--- src/sv/tcpg_mac.sv ---
`timescale 1ns / 1ps
`default_nettype none
// ---------------------------------------------------------------------------
// tcpg_mac
// shared multiply-accumulate with round-half-up and 32-bit saturation
// ---------------------------------------------------------------------------
module tcpg_mac (
    input  wire logic               i_clk,
    input  wire logic signed [32:0] i_a,
    input  wire logic signed [32:0] i_b,
    input  wire logic               i_mul_en,
    input  wire logic               i_acc_en,
    input  wire logic               i_acc_clr,
    output logic signed [31:0]      o_result
);
    logic signed [65:0] r_prod;
    logic signed [67:0] r_acc, n_acc;
    logic signed [67:0] rnd;
    logic signed [37:0] shifted;

    always_comb begin
        n_acc   = (i_acc_clr ? 68'sd0 : r_acc) + 68'(r_prod);
        rnd     = r_acc + 68'sd536870912;
        shifted = 38'(rnd >>> 30);
        if (shifted > 38'sd2147483647) begin
            o_result = 32'sh7fffffff;
        end else if (shifted < -38'sd2147483648) begin
            o_result = 32'sh80000000;
        end else begin
            o_result = 32'(shifted);
        end
    end

    always_ff @(posedge i_clk) begin
        if (i_mul_en) begin
            r_prod <= 66'(i_a * i_b);
        end
        if (i_acc_en) begin
            r_acc <= n_acc;
        end
    end
endmodule
`default_nettype wire
--- config.mk ---
export PLATFORM = sky130hd
export DESIGN_NAME = tcpg_mac
export DESIGN_NICKNAME = d
export VERILOG_FILES = /design/src/sv/tcpg_mac.sv
export SDC_FILE = /design/constraint.sdc
export NUM_CORES = 2
export LEC_CHECK = 0
export BUFFER_PORTS_ARGS = -buffer_cell sky130_fd_sc_hd__buf_2
export CORE_ASPECT_RATIO = 1.5
export CORE_UTILIZATION = 55
export CTS_BUF_LIST = sky130_fd_sc_hd__clkbuf_4 sky130_fd_sc_hd__clkbuf_8
export CTS_CLUSTER_DIAMETER = 50
export DETAILED_ROUTE_END_ITERATION = 12
export PLACE_DENSITY = 0.71
export SLEW_MARGIN = 40
export SYNTH_ARGS = -nofsm -noshare
export SYNTH_HDL_FRONTEND = slang
export SYNTH_SLANG_ARGS = --single-unit
--- constraint.sdc ---
create_clock -name i_clk -period 16.9 [get_ports i_clk]
set_input_delay 2.535 -clock i_clk [delete_from_list [all_inputs] [get_ports i_clk]]
set_output_delay 2.535 -clock i_clk [all_outputs]
set_load 0.05 [all_outputs]
# Yosys cells after proc, flatten, opt, wreduce, memory -nomap -nowiden
# Index checks and enable logic that the tools add are counted.
op_classes:
  addsub: 2
  mux: 3
  order_cmp: 2
  mul: 1
ops:
  columns: ["cell", "count"]
  rows:
  - ["68-bit by 31-bit adder with 68-bit output, second input constant", 1]
  - ["68-bit by 66-bit adder with 68-bit output", 1]
  - ["68-bit 2-to-1 mux", 1]
  - ["33-bit by 33-bit multiplier with 66-bit output", 1]
  - ["32-bit 2-to-1 mux", 2]
  - ["38-bit by 32-bit greater-than comparator with 1-bit output, second input constant", 1]
  - ["38-bit by 32-bit < comparator with 1-bit output, second input constant", 1]
word_totals:
  regBits: 134
  inputBits: 70

# Longest topological paths before layout
logic_depth:
  depth_word: 4
  mapped_depth: 30

# Least setup slack after synthesis
# Ideal clock, no wire load.
synth_path:
  path_kind: "input -> register"
  from: "in i_a[32]"
  to: "reg r_prod[59], data pin"
  path_stages: 24
  path_buffers: 1
  path_slack_ns: 6.935
  t_arrival_ns: 9.702
  path_cell_list: "clkbuf_1 > nand2_1 > inv_1 > fa_1 > fa_1 > fa_1 > fa_1 > fa_1 > fa_1 > fa_1 > inv_1 > fa_1 > inv_1 > ha_1 > a21oi_1 > o21ai_0 > a21oi_1 > o21bai_1 > a21o_1 > a21o_1 > a41oi_2 > nor2_1 > a311oi_1 > xnor2_1"
synth_via:
  elab_chain_len: 1
synth_lines:
  columns: ["element", "line_no", "text"]
  rows:
  - ["from (decl)", "9", "input wire logic signed [32:0] i_a,"]
  - ["33-bit by 33-bit multiplier with 66-bit output", "36", "r_prod <= 66'(i_a * i_b);"]
  - ["to (signal assigned)", "36", null]
  - ["to (decl)", "16", "logic signed [65:0] r_prod;"]
# No other way between the ends.
# A chain may end at the register's enable or synchronous reset.

# Worst setup path after layout
layout_path:
  from: "in i_b[9]"
  to: "reg r_prod[65], data pin"
layout_via:
  elab_chain_len: 1
layout_lines:
  columns: ["element", "line_no", "text"]
  rows:
  - ["from (decl)", "10", "input wire logic signed [32:0] i_b,"]
  - ["33-bit by 33-bit multiplier with 66-bit output", "36", null]
# No other way between the ends.

==> impl_metrics.csv <==
group,metric,value,unit
run_status,status,"completed",
setup_path,crit_required,17.12,ns
clock_tree,cts-buffers-inserted,17,
place,placed_area,0.0494,sq mm
place,hpwl,105,mm
floorplanning,start_util,55.8,%
synthesis,ys_seq_elements,134,
setup_path,startpoint,"i_b[9]",
cells_and_area,multi_input_area,0.0390,sq mm
setup_path,endpoint_kind,"flop",
sta,finalHoldViolations,0,
cells_and_area,drive_gt1_share,3.43,%
cells_and_area,syn_to_final_growth,3.07,%
setup_path,cpMostUsedCell,"fa_1",
drt,first_pass_iters,5,
sta,rsz0062_at_grt,"no",
floorplanning,die-area,0.0891,sq mm
cells_and_area,layoutNonFillerInstCount,6220,
floorplanning,die_y,365,microns
drt,ant_nets,0,
sta,clock_skew,0.0144,ns
synthesis,synth_edf_count,134,
setup_path,reg2reg_to,"r_acc[66]$_DFFE_PP_",
setup_path,reg2reg_depth,14,
clock_tree,cts_setup_buffers,0,
setup_path,crit_chain,"buf_2 -> nand2_1 -> fa_1 -> inv_1 -> fa_1 -> inv_1 -> fa_1 -> inv_1 -> fa_1 -> fa_1 -> fa_1 -> fa_1 -> inv_1 -> fa_1 -> inv_1 -> ha_1 -> nand4_1 -> nor3_1 -> o31ai_1 -> a31oi_1 -> a41oi_2 -> o21ai_2 -> a41oi_1 -> xnor2_1",
setup_path,arrival,10.92,ns
sta,maxSlewViolCount,0,
synthesis,yosysWarnings,0,
synthesis,avgSynthCellArea,9.32,sq um
synthesis,synthCells,5187,
setup_path,cp-start-kind,"primary input",
floorplanning,die_x,244,microns
sta,finalCritPeriodShare,63.3,%
drt,drt_wl_total,134,mm
synthesis,synth_top_flop_cell,"edfxtp_1",
global_routing,grt_max_degree,69,
drt,dr_total_vias,35248,
place,io_buffers,101,
sta,layout_min_cycle_time,10.70,ns
synthesis,synth_area_leaders,"fa_1 (47%), inv_1 (8.9%), edfxtp_1 (8.3%), and2_1 (7.4%), ha_1 (7.4%)",
sta,worstMarginPinSlew,0.926,ns
clock_tree,cts_root_buf,"clkbuf_8",
cells_and_area,seqCellArea,0.00402,sq mm
place,gp_congestion,0.969,
global_routing,grt-ovfl-total,0,
clock_tree,ctsResizeCount,0,
cells_and_area,fin_nets,6561,
setup_path,max_stage_delay,0.84,ns
clock_tree,cts_hold_buf,0,
clock_tree,clkSinkCount,134,
synthesis,synthMostInstantiatedCell,"inv_1",
floorplanning,rows,132,
setup_path,cp-endpoint,"r_prod[65]$_DFFE_PP_",
global_routing,antenna_found_initial,8,
sta,max_freq,93.4,MHz
drt,initialDrtViolationCount,2074,
floorplanning,coreArea,0.0867,sq mm
setup_path,crit_type,"primary input to flop",
synthesis,syn_area,0.0484,sq mm
setup_path,cp_max_fo,33,
place,dp.cells,6179,
clock_tree,clk_latency,0.48,ns
setup_path,timing.rr.start,"r_acc[0]$_DFFE_PP_",
synthesis,netlist_top_cells_count,"inv_1 (1,152), fa_1 (1,146), nand2_1 (625)",
setup_path,r2r_setup_slack,12.88,ns
drt,detail_route.wl_per_cell,21.6,microns
min_path,hp-class,"flop to flop",
synthesis,synth_top_cell_area_share,47.4,%
global_routing,grt_first_pass_wirelength,215,mm
sta,setup_tns,0,ns
clock_tree,cts.clk_slew.worst_paths,0.09,ns
synthesis,async_reset_ff_share,0,%
synthesis,synth_top_cell_by_area,"fa_1",
setup_path,critical_path.slowest_cell,"fa_1",
synthesis,synth_nets,6688,
clock_tree,clockBufferDepth,2,
drt,drcViolationCount,0,
floorplanning,ios,102,
sta,finalSetupViolCount,0,
clock_tree,cts_tree,"done",
cells_and_area,n_fill_cell,7666,
synthesis,synth-seq-area-share,8.32,%
global_routing,grt_pass1_vias,39495,
drt,viasPerCell,5.67,
global_routing,track_usage,31.9,%
synthesis,synth.distinct_cells,75,
clock_tree,htree_levels,4,
run,max_cap_viol_count,0,
sta,timing.slew.headroom,38.3,%
cells_and_area,design_area,0.0498,sq mm
-- cell type report --
type,count,share of cell area [%]
antenna,8,0.0402
clock buffer,18,0.485
clock inverter,14,0.284
inverter,1152,8.68
multi-input combinational,3641,78.3
sequential,134,8.07
tap,1139,2.86
timing repair buffer,114,1.29
-- flip-flops by register name, summed over array words and instances (netlist names) --
register,count
r_acc,68
r_prod,66
-- worst max-delay path, delay by kind of cell --
kind	cells	cell delay, ns
buf+inv	6	0.93
xor+xnor	1	0.15
fa+ha+maj	9	5.13
compound gates	5	1.35
simple gates	3	0.75
-- cells by family after synthesis --
family                     share of synthesized area (%)
AOI/OAI and AO/OA                                   6.33
muxes                                             0.0233
xor gates and xnor gates                            3.02
DFF                                                 8.32
and+or+nand+nor                                     16.5
buffers and inverters                               11.0
adders and majority gates                           54.8
-- worst min path at each step --
stage,cells after the start,endpoint,start
4_1_cts,1,r_acc[0]$_DFFE_PP_,r_prod[0]$_DFFE_PP_
3_3_place_gp,1,r_acc[0]$_DFFE_PP_,r_prod[0]$_DFFE_PP_
3_5_place_dp,1,r_acc[0]$_DFFE_PP_,r_prod[0]$_DFFE_PP_
5_1_grt,1,r_acc[0]$_DFFE_PP_,r_prod[0]$_DFFE_PP_
2_1_floorplan,1,r_acc[0]$_DFFE_PP_,r_prod[0]$_DFFE_PP_
6_report,1,r_acc[0]$_DFFE_PP_,r_prod[0]$_DFFE_PP_
-- routing by layer --
metal | GRT usage [%] | routed length [microns] | vias to the layer above
met5 | 0 | 14 | -
met4 | 27.0 | 13800 | 2
met3 | 5.46 | 8250 | 605
met2 | 57.7 | 69800 | 1307
met1 | 31.7 | 42400 | 18089
li1 | - | - | 15245
-- layout by cell type (no fill, tap or decap), types with 13 or more instances in the layout --
| master | n |
|---|---|
| clkbuf_8 | 17 |
| fa_1 | 1144 |
| o21a_1 | 18 |
| nor2b_1 | 84 |
| and3_1 | 40 |
| nand3_1 | 48 |
| buf_4 | 15 |
| nor2_1 | 89 |
| ha_1 | 285 |
| nand2_1 | 625 |
| o21ai_0 | 100 |
| nand2b_1 | 29 |
| edfxtp_1 | 134 |
| buf_2 | 96 |
| inv_1 | 1152 |
| nand4_1 | 33 |
| a31oi_1 | 32 |
| o21bai_1 | 22 |
| and2_1 | 572 |
| nor3_1 | 21 |
| a21oi_1 | 142 |
| o211ai_1 | 13 |
| a21o_1 | 61 |
| xnor2_1 | 96 |
| xor2_1 | 71 |
-- stage by stage --
stage	hold WS, ns	utilization [%]	worst slack [ns]
6_report	0.564	57.5	6.20
5_1_grt	0.589	57.5	5.97
4_1_cts	0.573	57.4	6.50
3_5_place_dp	0.552	57.0	6.02
3_3_place_gp	0.534	56.9	6.10
2_1_floorplan	0.526	-	6.94
Power is left out: the tool's default activity adds up to more than one toggle a clock period on the data nets, which glitch-free logic cannot reach.
