**config.mk**
```make
export PLATFORM = sky130hd
export DESIGN_NAME = tcpg_seq
export DESIGN_NICKNAME = d
export VERILOG_FILES = /design/src/sv/tcpg_pkg.sv /design/src/sv/tcpg_seq.sv
export SDC_FILE = /design/constraint.sdc
export NUM_CORES = 1
export LEC_CHECK = 0
export ABC_AREA = 1
export BUFFER_PORTS_ARGS = -buffer_cell sky130_fd_sc_hd__buf_4
export CORE_MARGIN = 10
export CORE_UTILIZATION = 25
export DETAILED_ROUTE_END_ITERATION = 16
export SYNTH_ARGS = -nofsm -noshare
export SYNTH_HDL_FRONTEND = slang
export SYNTH_SLANG_ARGS = --single-unit
```
**constraint.sdc**
```tcl
create_clock -name i_clk -period 16.5 [get_ports i_clk]
set_input_delay 4.95 -clock i_clk [delete_from_list [all_inputs] [get_ports i_clk]]
set_output_delay 4.95 -clock i_clk [all_outputs]
set_load 0.02 [all_outputs]
```
**src/sv/tcpg_pkg.sv**
```systemverilog
`timescale 1ns / 1ps
`default_nettype none
// ---------------------------------------------------------------------------
// tcpg_pkg
// shared types, rule tables and helpers of the triangle cubature generator
// ---------------------------------------------------------------------------
package tcpg_pkg;

    localparam int NUM_GENS  = 51;
    localparam int NUM_RULES = 14;
    localparam logic [1:0] CFG_DEGREE = 2'd0;
    localparam logic [1:0] CFG_RULE   = 2'd1;
    localparam logic signed [31:0] ONE_Q30 = 32'sd1073741824;
    localparam longint unsigned THIRD = 64'd333333333333333330;

    typedef struct packed {
        logic       start;
        logic       advance;
        logic [3:0] rule;
    } t_seq_ctl;

    // fraction scaled by 1e18 to Q2.30, rounded to nearest
    function automatic logic [31:0] q30(input longint unsigned m);
        longint unsigned fa;
        longint unsigned fb;
        longint unsigned hi;
        fa = m / 64'd1000000000;
        fb = m % 64'd1000000000;
        hi = fa * 64'd1073741824;
        return 32'(hi / 64'd1000000000
            + ((hi % 64'd1000000000) * 64'd1000000000 + fb * 64'd1073741824
               + 64'd500000000000000000) / 64'd1000000000000000000);
    endfunction

    localparam logic [2:0] GEN_KIND [NUM_GENS] = '{
        3'd1, 3'd3, 3'd1, 3'd3, 3'd6, 3'd3, 3'd3, 3'd1, 3'd3, 3'd3,
        3'd3, 3'd3, 3'd6, 3'd3, 3'd3, 3'd6, 3'd3, 3'd3, 3'd3, 3'd3,
        3'd1, 3'd3, 3'd3, 3'd3, 3'd6, 3'd1, 3'd3, 3'd3, 3'd3, 3'd3,
        3'd6, 3'd1, 3'd3, 3'd3, 3'd6, 3'd6, 3'd6, 3'd1, 3'd3, 3'd3,
        3'd6, 3'd6, 3'd6, 3'd6, 3'd1, 3'd3, 3'd3, 3'd3, 3'd3, 3'd3,
        3'd6};

    localparam logic [31:0] GEN_C1 [NUM_GENS] = '{
        q30(THIRD), q30(64'd166666666666666660), q30(THIRD),
        q30(64'd200000000000000000), q30(64'd109039009072877210),
        q30(64'd91576213509770743), q30(64'd445948490915964880), q30(THIRD),
        q30(64'd101286507323456330), q30(64'd470142064105115080),
        q30(64'd63089014491502228), q30(64'd249286745170910420),
        q30(64'd53145049844816947), q30(64'd219429982549782960),
        q30(64'd480137964112215040), q30(64'd839009259714791050),
        q30(64'd62382265094402118), q30(64'd55225456656926611),
        q30(64'd34324302945097146), q30(64'd515842334353591770), q30(THIRD),
        q30(64'd170569307751760200), q30(64'd50547228317030975),
        q30(64'd459292588292723150), q30(64'd728492392955404280), q30(THIRD),
        q30(64'd489682519198737620), q30(64'd437089591492936630),
        q30(64'd188203535619032730), q30(64'd44729513394452709),
        q30(64'd741198598784498020), q30(THIRD), q30(64'd425086210602090570),
        q30(64'd23308867510000190), q30(64'd628307400213492550),
        q30(64'd611313826181397640), q30(64'd821072069985629370), q30(THIRD),
        q30(64'd142161101056564380), q30(64'd32055373216943512),
        q30(64'd530054118927344020), q30(64'd601233328683459240),
        q30(64'd807930600922879060), q30(64'd858870281282636700), q30(THIRD),
        q30(64'd25989140928287395), q30(64'd94287502647922495),
        q30(64'd494636775017213810), q30(64'd207343382614511330),
        q30(64'd438907805700492090), q30(64'd677937654882590400)};

    localparam logic [31:0] GEN_C2 [NUM_GENS] = '{
        q30(THIRD), q30(64'd166666666666666660), q30(THIRD),
        q30(64'd200000000000000000), q30(64'd231933368553030570),
        q30(64'd91576213509770743), q30(64'd445948490915964880), q30(THIRD),
        q30(64'd101286507323456330), q30(64'd470142064105115080),
        q30(64'd63089014491502228), q30(64'd249286745170910420),
        q30(64'd310352451033784400), q30(64'd219429982549782960),
        q30(64'd480137964112215040), q30(64'd141619015923968150),
        q30(64'd67517867073916085), q30(64'd321502493851981820),
        q30(64'd660949196186735650), q30(64'd277716166976391780), q30(THIRD),
        q30(64'd170569307751760200), q30(64'd50547228317030975),
        q30(64'd459292588292723150), q30(64'd263112829634638110), q30(THIRD),
        q30(64'd489682519198737620), q30(64'd437089591492936630),
        q30(64'd188203535619032730), q30(64'd44729513394452709),
        q30(64'd36838412054736283), q30(THIRD), q30(64'd425086210602090570),
        q30(64'd23308867510000190), q30(64'd223766973576973000),
        q30(64'd358740141864431460), q30(64'd143295370426867140), q30(THIRD),
        q30(64'd142161101056564380), q30(64'd32055373216943512),
        q30(64'd321812995288835420), q30(64'd369146781827810980),
        q30(64'd163701733737182490), q30(64'd141129718717363290), q30(THIRD),
        q30(64'd25989140928287395), q30(64'd94287502647922495),
        q30(64'd494636775017213810), q30(64'd207343382614511330),
        q30(64'd438907805700492090), q30(64'd44841677589130443)};

    localparam logic [31:0] GEN_W [NUM_GENS] = '{
        q30(64'd500000000000000000), q30(64'd166666666666666660),
        32'(-q30(64'd281250000000000000)), q30(64'd260416666666666670),
        q30(64'd83333333333333333), q30(64'd54975871827660933),
        q30(64'd111690794839005730), q30(64'd112500000000000000),
        q30(64'd62969590272413576), q30(64'd66197076394253090),
        q30(64'd25422453185103408), q30(64'd58393137863189683),
        q30(64'd41425537809186787), q30(64'd85666562076490515),
        q30(64'd40365544796515489), q30(64'd20317279896830331),
        q30(64'd26517028157436251), q30(64'd43881408714446055),
        q30(64'd28775042784981585), q30(64'd67493187009802774),
        q30(64'd72157803838893584), q30(64'd51608685267359125),
        q30(64'd16229248811599040), q30(64'd47545817133642312),
        q30(64'd13615157087217497), q30(64'd48567898141399416),
        q30(64'd15667350113569535), q30(64'd38913770502387139),
        q30(64'd39823869463605126), q30(64'd12788837829349015),
        q30(64'd21641769688644688), q30(64'd39947252370619853),
        q30(64'd35561901116188667), q30(64'd4111909345232098),
        q30(64'd22715296148085009), q30(64'd18679928117152638),
        q30(64'd15443328442281994), q30(64'd40871664573142983),
        q30(64'd22978981802372364), q30(64'd6676484406574783),
        q30(64'd31952453198212022), q30(64'd17092324081479714),
        q30(64'd12648878853644192), q30(64'd3681191891650277),
        q30(64'd43988650581116119), q30(64'd4372155776868012),
        q30(64'd19040785996967468), q30(64'd9427724028065646),
        q30(64'd36079848772369763), q30(64'd34664569352767949),
        q30(64'd20528157714644283)};

    localparam logic [5:0] RULE_FIRST [NUM_RULES] = '{
        6'd0, 6'd1, 6'd2, 6'd4, 6'd5, 6'd7, 6'd10, 6'd13, 6'd16, 6'd20,
        6'd25, 6'd31, 6'd37, 6'd43};

    localparam logic [4:0] RULE_POINTS [NUM_RULES] = '{
        5'd1, 5'd3, 5'd4, 5'd6, 5'd6, 5'd7, 5'd12, 5'd12, 5'd12, 5'd16,
        5'd19, 5'd25, 5'd25, 5'd28};

    function automatic logic [3:0] pick_rule(input logic [3:0] d, input logic [1:0] r);
        logic [5:0] key;
        key = {d, r};
        unique case (key)
            {4'd1, 2'd1}:  return 4'd0;
            {4'd2, 2'd1}:  return 4'd1;
            {4'd3, 2'd1}:  return 4'd2;
            {4'd3, 2'd2}:  return 4'd3;
            {4'd4, 2'd1}:  return 4'd4;
            {4'd5, 2'd1}:  return 4'd5;
            {4'd6, 2'd1}:  return 4'd6;
            {4'd6, 2'd2}:  return 4'd7;
            {4'd7, 2'd1}:  return 4'd8;
            {4'd8, 2'd1}:  return 4'd9;
            {4'd9, 2'd1}:  return 4'd10;
            {4'd10, 2'd1}: return 4'd11;
            {4'd10, 2'd2}: return 4'd12;
            default:       return 4'd13;
        endcase
    endfunction

endpackage
`default_nettype wire

```
**src/sv/tcpg_seq.sv**
```systemverilog
`timescale 1ns / 1ps
`default_nettype none
// ---------------------------------------------------------------------------
// tcpg_seq
// walks the generators of a rule and expands each into its permutations
// ---------------------------------------------------------------------------
module tcpg_seq import tcpg_pkg::*; (
    input  wire logic               i_clk,
    input  wire logic               i_rst_n,
    input  wire t_seq_ctl           i_ctl,
    output logic signed [31:0]      o_bc0,
    output logic signed [31:0]      o_bc1,
    output logic signed [31:0]      o_bc2,
    output logic signed [31:0]      o_weight,
    output logic [4:0]              o_index,
    output logic                    o_last
);
    logic [5:0] r_gen, n_gen;
    logic [2:0] r_sub, n_sub;
    logic [4:0] r_cnt, n_cnt;
    logic [4:0] r_npts, n_npts;

    logic [2:0] kind;
    logic [2:0] row;
    logic signed [31:0] c [3];
    logic [1:0] sel0, sel1, sel2;

    always_comb begin
        kind = GEN_KIND[r_gen];
        if (kind == 3'd6) begin
            row = r_sub;
        end else if (kind == 3'd3) begin
            case (r_sub)
                3'd1:    row = 3'd3;
                3'd2:    row = 3'd4;
                default: row = 3'd0;
            endcase
        end else begin
            row = 3'd0;
        end
        case (row)
            3'd1:    begin sel0 = 2'd0; sel1 = 2'd2; sel2 = 2'd1; end
            3'd2:    begin sel0 = 2'd1; sel1 = 2'd0; sel2 = 2'd2; end
            3'd3:    begin sel0 = 2'd2; sel1 = 2'd0; sel2 = 2'd1; end
            3'd4:    begin sel0 = 2'd1; sel1 = 2'd2; sel2 = 2'd0; end
            3'd5:    begin sel0 = 2'd2; sel1 = 2'd1; sel2 = 2'd0; end
            default: begin sel0 = 2'd0; sel1 = 2'd1; sel2 = 2'd2; end
        endcase
        c[0] = signed'(GEN_C1[r_gen]);
        c[1] = signed'(GEN_C2[r_gen]);
        c[2] = ONE_Q30 - c[0] - c[1];
    end

    assign o_bc0    = c[sel0];
    assign o_bc1    = c[sel1];
    assign o_bc2    = c[sel2];
    assign o_weight = signed'(GEN_W[r_gen]);
    assign o_index  = r_cnt;
    assign o_last   = (r_cnt + 5'd1) == r_npts;

    always_comb begin
        n_gen  = r_gen;
        n_sub  = r_sub;
        n_cnt  = r_cnt;
        n_npts = r_npts;
        if (i_ctl.start) begin
            n_gen  = RULE_FIRST[i_ctl.rule];
            n_sub  = 3'd0;
            n_cnt  = 5'd0;
            n_npts = RULE_POINTS[i_ctl.rule];
        end else if (i_ctl.advance) begin
            n_cnt = r_cnt + 5'd1;
            if (r_sub + 3'd1 == kind) begin
                n_gen = r_gen + 6'd1;
                n_sub = 3'd0;
            end else begin
                n_sub = r_sub + 3'd1;
            end
        end
    end

    always_ff @(posedge i_clk) begin
        if (!i_rst_n) begin
            r_gen  <= '0;
            r_sub  <= '0;
            r_cnt  <= '0;
            r_npts <= 5'd1;
        end else begin
            r_gen  <= n_gen;
            r_sub  <= n_sub;
            r_cnt  <= n_cnt;
            r_npts <= n_npts;
        end
    end
endmodule
`default_nettype wire

```
### Word-level counts from Yosys, hierarchy flattened

Memory sizes are Yosys's and may differ from the RTL's. A register that Yosys moved wholly into a read port is not among the register bits.
Index checks and enable logic that the tools add are counted.

* input bits: 8
* register bits: 14
* memory bits (read-only): 6512
* logic and storage cells: 76
* memories kept: 6
* output and inout port bits: 134

* reductions and logical operators: 11
* order comparisons: 5
* eq/ne operators: 11
* bitwise gates (word level): 6
* $add $sub $neg: 5
* mux-type cells: 29

Memory list
* (name not given): words 64, width 32, rd ports 1, clocked after memory_dff 0, wr ports 0, RTL line tcpg_seq.sv:57 `assign o_weight = signed'(GEN_W[r_gen]);`
* (name not given): words 64, width 32, rd ports 1, clocked after memory_dff 0, wr ports 0, RTL line tcpg_seq.sv:50 `c[1] = signed'(GEN_C2[r_gen]);`
* (name not given): words 64, width 32, rd ports 1, clocked after memory_dff 0, wr ports 0, RTL line tcpg_seq.sv:49 `c[0] = signed'(GEN_C1[r_gen]);`
* (name not given): words 64, width 3, rd ports 1, clocked after memory_dff 0, wr ports 0, RTL line tcpg_seq.sv:29 `kind = GEN_KIND[r_gen];`
* (name not given): words 16, width 6, rd ports 1, clocked after memory_dff 0, wr ports 0, RTL line tcpg_seq.sv:67 `n_gen = RULE_FIRST[i_ctl.rule];`
* (name not given): words 16, width 5, rd ports 1, clocked after memory_dff 1, wr ports 0, RTL line tcpg_seq.sv:70 `n_npts = RULE_POINTS[i_ctl.rule];`

Operators by type and width (number)
* two-way mux 32 bit: 12
* binary-select mux 32 bit (select 2 bit): 3
* subtractor 32 bit: 1
* subtractor 32 bit (first input constant): 1
* two-way mux 6 bit: 5
* two-way mux 3 bit: 5
* OR reduction 2 bit: 7
* == test 3 x 2 -> 1 bit (second input constant): 4
* case mux 2 bit (2 select lines): 3
* == test 3 bit (second input constant): 3
* greater-or-equal comparator 3 bit (second input constant): 3
* NOT 2 -> 3 bit: 3
* greater-or-equal comparator 7 bit (second input constant): 1
* NOT 6 -> 7 bit: 1
* adder 6 x 1 -> 6 bit (second input constant): 1
* == test 3 x 1 -> 1 bit (second input constant): 2
* case mux 3 bit (2 select lines): 1
* adder 5 x 1 -> 5 bit (second input constant): 1
* == test 5 bit: 1
* greater-or-equal comparator 5 bit (second input constant): 1
* NOT 4 -> 5 bit: 1
* nonzero test 2 bit: 2
* adder 3 x 1 -> 3 bit (second input constant): 1
* == test 3 bit: 1
* other kinds (3): 3

### Depth between registers and ports, before layout

* word-level depth: 14
* mapped depth: 29
* gate-level depth less buffers: 28

### Least setup slack after synthesis

OpenSTA, ideal clock, no wires.

* path kind: register to output
* from: register r_gen[1]
* to: output o_bc2[21]
* data required time: 11.550 ns
* arrival: 4.179 ns
* buffers on the path: 1
* slack: 7.371 ns
* stages on the path, launching flop included: 23
* cells stage by stage: dfxtp_1 buf_2 inv_1 ha_1 nand2_1 clkinv_1 nand2_1 nand3_1 nand2_1 nand3_1 ha_1 inv_1 ha_1 inv_1 fa_1 inv_1 nand3_1 nand2_1 a21oi_1 o21ai_0 a21oi_1 xor2_1 o21ai_0

* word-level cells in the longest chain between the ends: 14
* elaborated cells on any way between the ends: 27
* those cells by class: 2 x add/sub; 6 x eq/ne; 12 x mux; 2 x bitwise; 2 x reduce/logical; 3 x memory

Ends and longest elaborated chain
* start: declaration: RTL line tcpg_seq.sv:18 `logic [5:0] r_gen, n_gen;`
* start signal: assignment: RTL line tcpg_seq.sv:89 `r_gen <= n_gen;`
* NOT 6 -> 7 bit (not written as such) *: RTL line tcpg_seq.sv:29, tcpg_seq.sv:49, tcpg_seq.sv:50
* branches (longest 10 deep; another with memory (64 x 32 bit))
* binary-select mux 32 bit (select 2 bit) *: RTL line tcpg_seq.sv:56 `assign o_bc2 = c[sel2];`
* two-way mux 32 bit (not written as such) * (2 in series): RTL line tcpg_seq.sv:56
* end: declaration: RTL line tcpg_seq.sv:13 `output logic signed [31:0] o_bc2,`

Mark *: on every way between the ends. The select of a mux whose other input is x is not followed.

### Worst setup path after layout

* from: register r_gen[4]
* to: output o_bc0[21]

* word-level cells in the longest chain between the ends: 14
* elaborated cells on any way between the ends: 27
* those cells by class: 2 x add/sub; 6 x eq/ne; 12 x mux; 2 x bitwise; 2 x reduce/logical; 3 x memory

Ends and longest elaborated chain
* NOT 6 -> 7 bit (not written as such) *: RTL line tcpg_seq.sv:29, tcpg_seq.sv:49, tcpg_seq.sv:50
* branches (longest 10 deep; another with memory (64 x 32 bit))
* binary-select mux 32 bit (select 2 bit) *: RTL line tcpg_seq.sv:54 `assign o_bc0 = c[sel0];`
* two-way mux 32 bit (not written as such) * (2 in series): RTL line tcpg_seq.sv:54
* end: declaration: RTL line tcpg_seq.sv:11 `output logic signed [31:0] o_bc0,`

Marks and branches as above.

==> flow_metrics.py <==
metrics = {
    "die": {
        "die_h_microns": 224,
        "dieArea_sq_mm": 0.0500,
        "floorplan.initialDensity": 0.253,
        "core_sq_mm": 0.0409,
        "die_x_microns": 224,
        "placementRows": 74,
        "ios": 142,
    },
    "cells_and_area": {
        "final_layout_size_suffix_gt1_frac": 0.107,
        "syn_to_final_growth_pct": 15.6,
        "nets": 2198,
        "diodes": 0,
    },
    "global_routing": {
        "grt_pass1_wl_microns": 110000,
        "first_global_vias": 14600,
        "antenna_found_initial": 3,
        "grt_use_total": 0.295,
        "overflow": 0,
        "grt_max_degree": 117,
    },
    "detailed_routing": {
        "drtPass1Iterations": 6,
        "drtIter0Drc": 2170,
        "drtAntennaViolNets": 0,
        "num_vias": 15400,
        "via_per_inst": 5.86,
        "wl_microns": 78300,
        "wl_per_cell_microns": 29.9,
        "drc": 0,
    },
    "logic_synthesis": {
        "syn_avg_cell_area_sq_um": 5.14,
        "synth_edf_count": 0,
        "synthTopCellsByCount": "nand2_1, inv_1, nor2_1, o21ai_0, nand3_1",
        "synth_cell_types": 57,
        "yosys-top-cells-area": "nand2_1, ha_1, o21ai_0",
        "ys_async_sr_fraction": 0,
        "synth-main-ff-cell": "dfxtp_1",
        "syn_nets": 2122,
        "yosysMostFrequentCell": "nand2_1",
        "synth_seq_area_share": 0.0367,
        "netlist_instances": 2016,
        "synth_area_sq_mm": 0.0104,
        "synth-seq-cells": 19,
        "synth_top_area_frac": 0.214,
        "yosysWarnings": 0,
        "synth_top_cell_by_area": "nand2_1",
    },
    "pwr": {
        "leakagePower_nw": 6.28,
        "p_total_mw": 3.28,
        "max-vdd-ir-drop_mv": 0.164,
        "p_per_area_mw_per_mm2": 274,
    },
    "clock_tree": {
        "numCtsBuffers": 3,
        "root_buffer": "clkbuf_16",
        "clock_latency_ns": 0.25,
        "cts_resized": 0,
        "cts_tree": "yes",
        "clockBufferDepth": 2,
        "clkTransAtPathRegs_ns": 0.06,
        "h-tree-depth": 1,
        "clock_sinks": 19,
        "post_cts_buffers": 0,
        "cts_hold_buf": 0,
    },
    "placement": {
        "io_buffers": 141,
        "place_congestion": 1.11,
        "dpl.hpwl_microns": 62000,
    },
    "critical_path": {
        "required_ns": 11.55,
        "end_kind": "output pin",
        "critPathLaunchType": "flip-flop",
        "arrival_ns": 6.61,
        "cpMostUsedCell": "nand2_1",
        "slowest_stage": "dfxtp_1",
        "crit_fanout": 39,
        "worstPathCellList": "nand2_1 > inv_2 > nand2_1 > nand2_1 > nor2_1 > nand2_1 > ha_1 > inv_1 > ha_1 > inv_1 > fa_1 > inv_1 > nand3_1 > nand2_1 > a21oi_1 > o21ai_0 > a21oi_1 > xor2_1 > inv_1 > nand2_1 > nand2_1 > buf_4",
        "max_stage_delay_ns": 1.04,
        "r2r_cells": 15,
        "critPathKind": "flip-flop to output pin",
    },
    "timing": {
        "final-hold-violation-count": 0,
        "rsz0062_at_grt": "false",
        "tns_ns": 0,
        "fmax_mhz": 86.5,
        "tightest_slew_ns": 1.15,
        "drv_slew": 0,
        "min_period_ns": 11.56,
        "setup_viol_count_final": 0,
        "skew_ns": 0.00132,
        "timing.slew.headroom": 0.227,
        "finalCritPeriodShare": 0.701,
    },
    "flow_run": {
        "timing.max_cap.violations": 0,
    },
    "worst_hold_path": {
        "worst_hold_path_type": "flip-flop to flip-flop",
        "whs_path_depth": 2,
    },
    "status": {
        "status": "completed",
    },
}
## area by class of cell
class                      instances  area (sq um)
clock buffer                       3          75.1
sequential                        19           382
fill                            4849         28900
tap                              532           666
timing repair buffer             177          1340
inverter                         235           886
multi-input combinational       1656          8640
clock inverter                     1          5.00
## cell usage in the layout (no fill, tap or decap), types with 13 or more instances in the layout
cell	instances
buf_4	176
inv_2	13
nor2_1	199
nand2_1	592
inv_1	217
o211ai_1	36
a31oi_1	18
o21ai_1	24
xor2_1	20
dfxtp_1	18
nand4_1	17
xnor2_1	17
a21oi_1	120
ha_1	95
o21ai_0	199
nand3_1	192
## state kept, by name, summed over array words and instances, names as in the netlist
| name | cells |
|---|---|
| r_gen | 6 |
| o_index | 5 |
| r_npts | 5 |
| r_sub | 3 |
## through the flow
| stage | setup WS, ns | hold slack [ns] | instances | utilization | instance area (sq um) |
|---|---|---|---|---|---|
| 2_1_floorplan | 7.37 | 0.453 | 2016 | - | 10400 |
| 5_1_grt | 4.81 | 0.506 | 2623 | 0.293 | 12000 |
| 3_3_place_gp | 5.30 | 0.471 | 2619 | 0.291 | 11900 |
| 3_5_place_dp | 5.36 | 0.475 | 2619 | 0.291 | 11900 |
| 6_report | 4.94 | 0.481 | 2623 | 0.293 | 12000 |
| 4_1_cts | 5.12 | 0.484 | 2623 | 0.293 | 12000 |
## power by group
group          internal [mW]  leakage (nW)  switching (mW)
Clock                 0.0325        0.0409          0.0177
Combinational           1.01          6.08            2.17
Sequential            0.0499         0.157         0.00535
## critical path: cells and delay by family (launching register included)
kind	cells	cell delay, ns
AND/OR/NAND/NOR	9	1.74
buffers and inverters	6	1.58
flip-flops	1	1.04
adder cells (fa/ha/maj)	3	0.83
AO/OA/AOI/OAI	3	0.78
XOR/XNOR	1	0.34
## routing by layer
| layer | part of all wire | vias to the layer above | track usage |
|---|---|---|---|
| met5 | 0.00041 | - | 0 |
| met4 | 0.059 | 4 | 0.155 |
| met3 | 0.096 | 197 | 0.0482 |
| met2 | 0.43 | 1079 | 0.456 |
| met1 | 0.42 | 7252 | 0.386 |
| li1 | - | 6838 | - |
## final timing paths
kind,from,endpoint,slack [ns]
worst max-delay path,r_gen[4],o_bc0[21],4.94
worst min-delay path,r_npts[3],r_npts[3],0.48
worst max register to register,r_gen[3],r_gen[2],12.62
worst min register to register,r_npts[3],r_npts[3],0.48
## kinds of logic (layout without fill, tap and decap cells)
| kind of cell | count (synthesis) | in the layout | share of synthesized area |
|---|---|---|---|
| AOI/OAI and AO/OA | 477 | 477 | 0.263 |
| buffers and inverters | 341 | 416 | 0.132 |
| DFF | 19 | 19 | 0.0367 |
| xor gates and xnor gates | 37 | 37 | 0.0313 |
| adders and majority gates | 98 | 98 | 0.120 |
| and+or+nand+nor | 1044 | 1044 | 0.417 |
No activity file was read; power rests on OpenSTA's default activity.
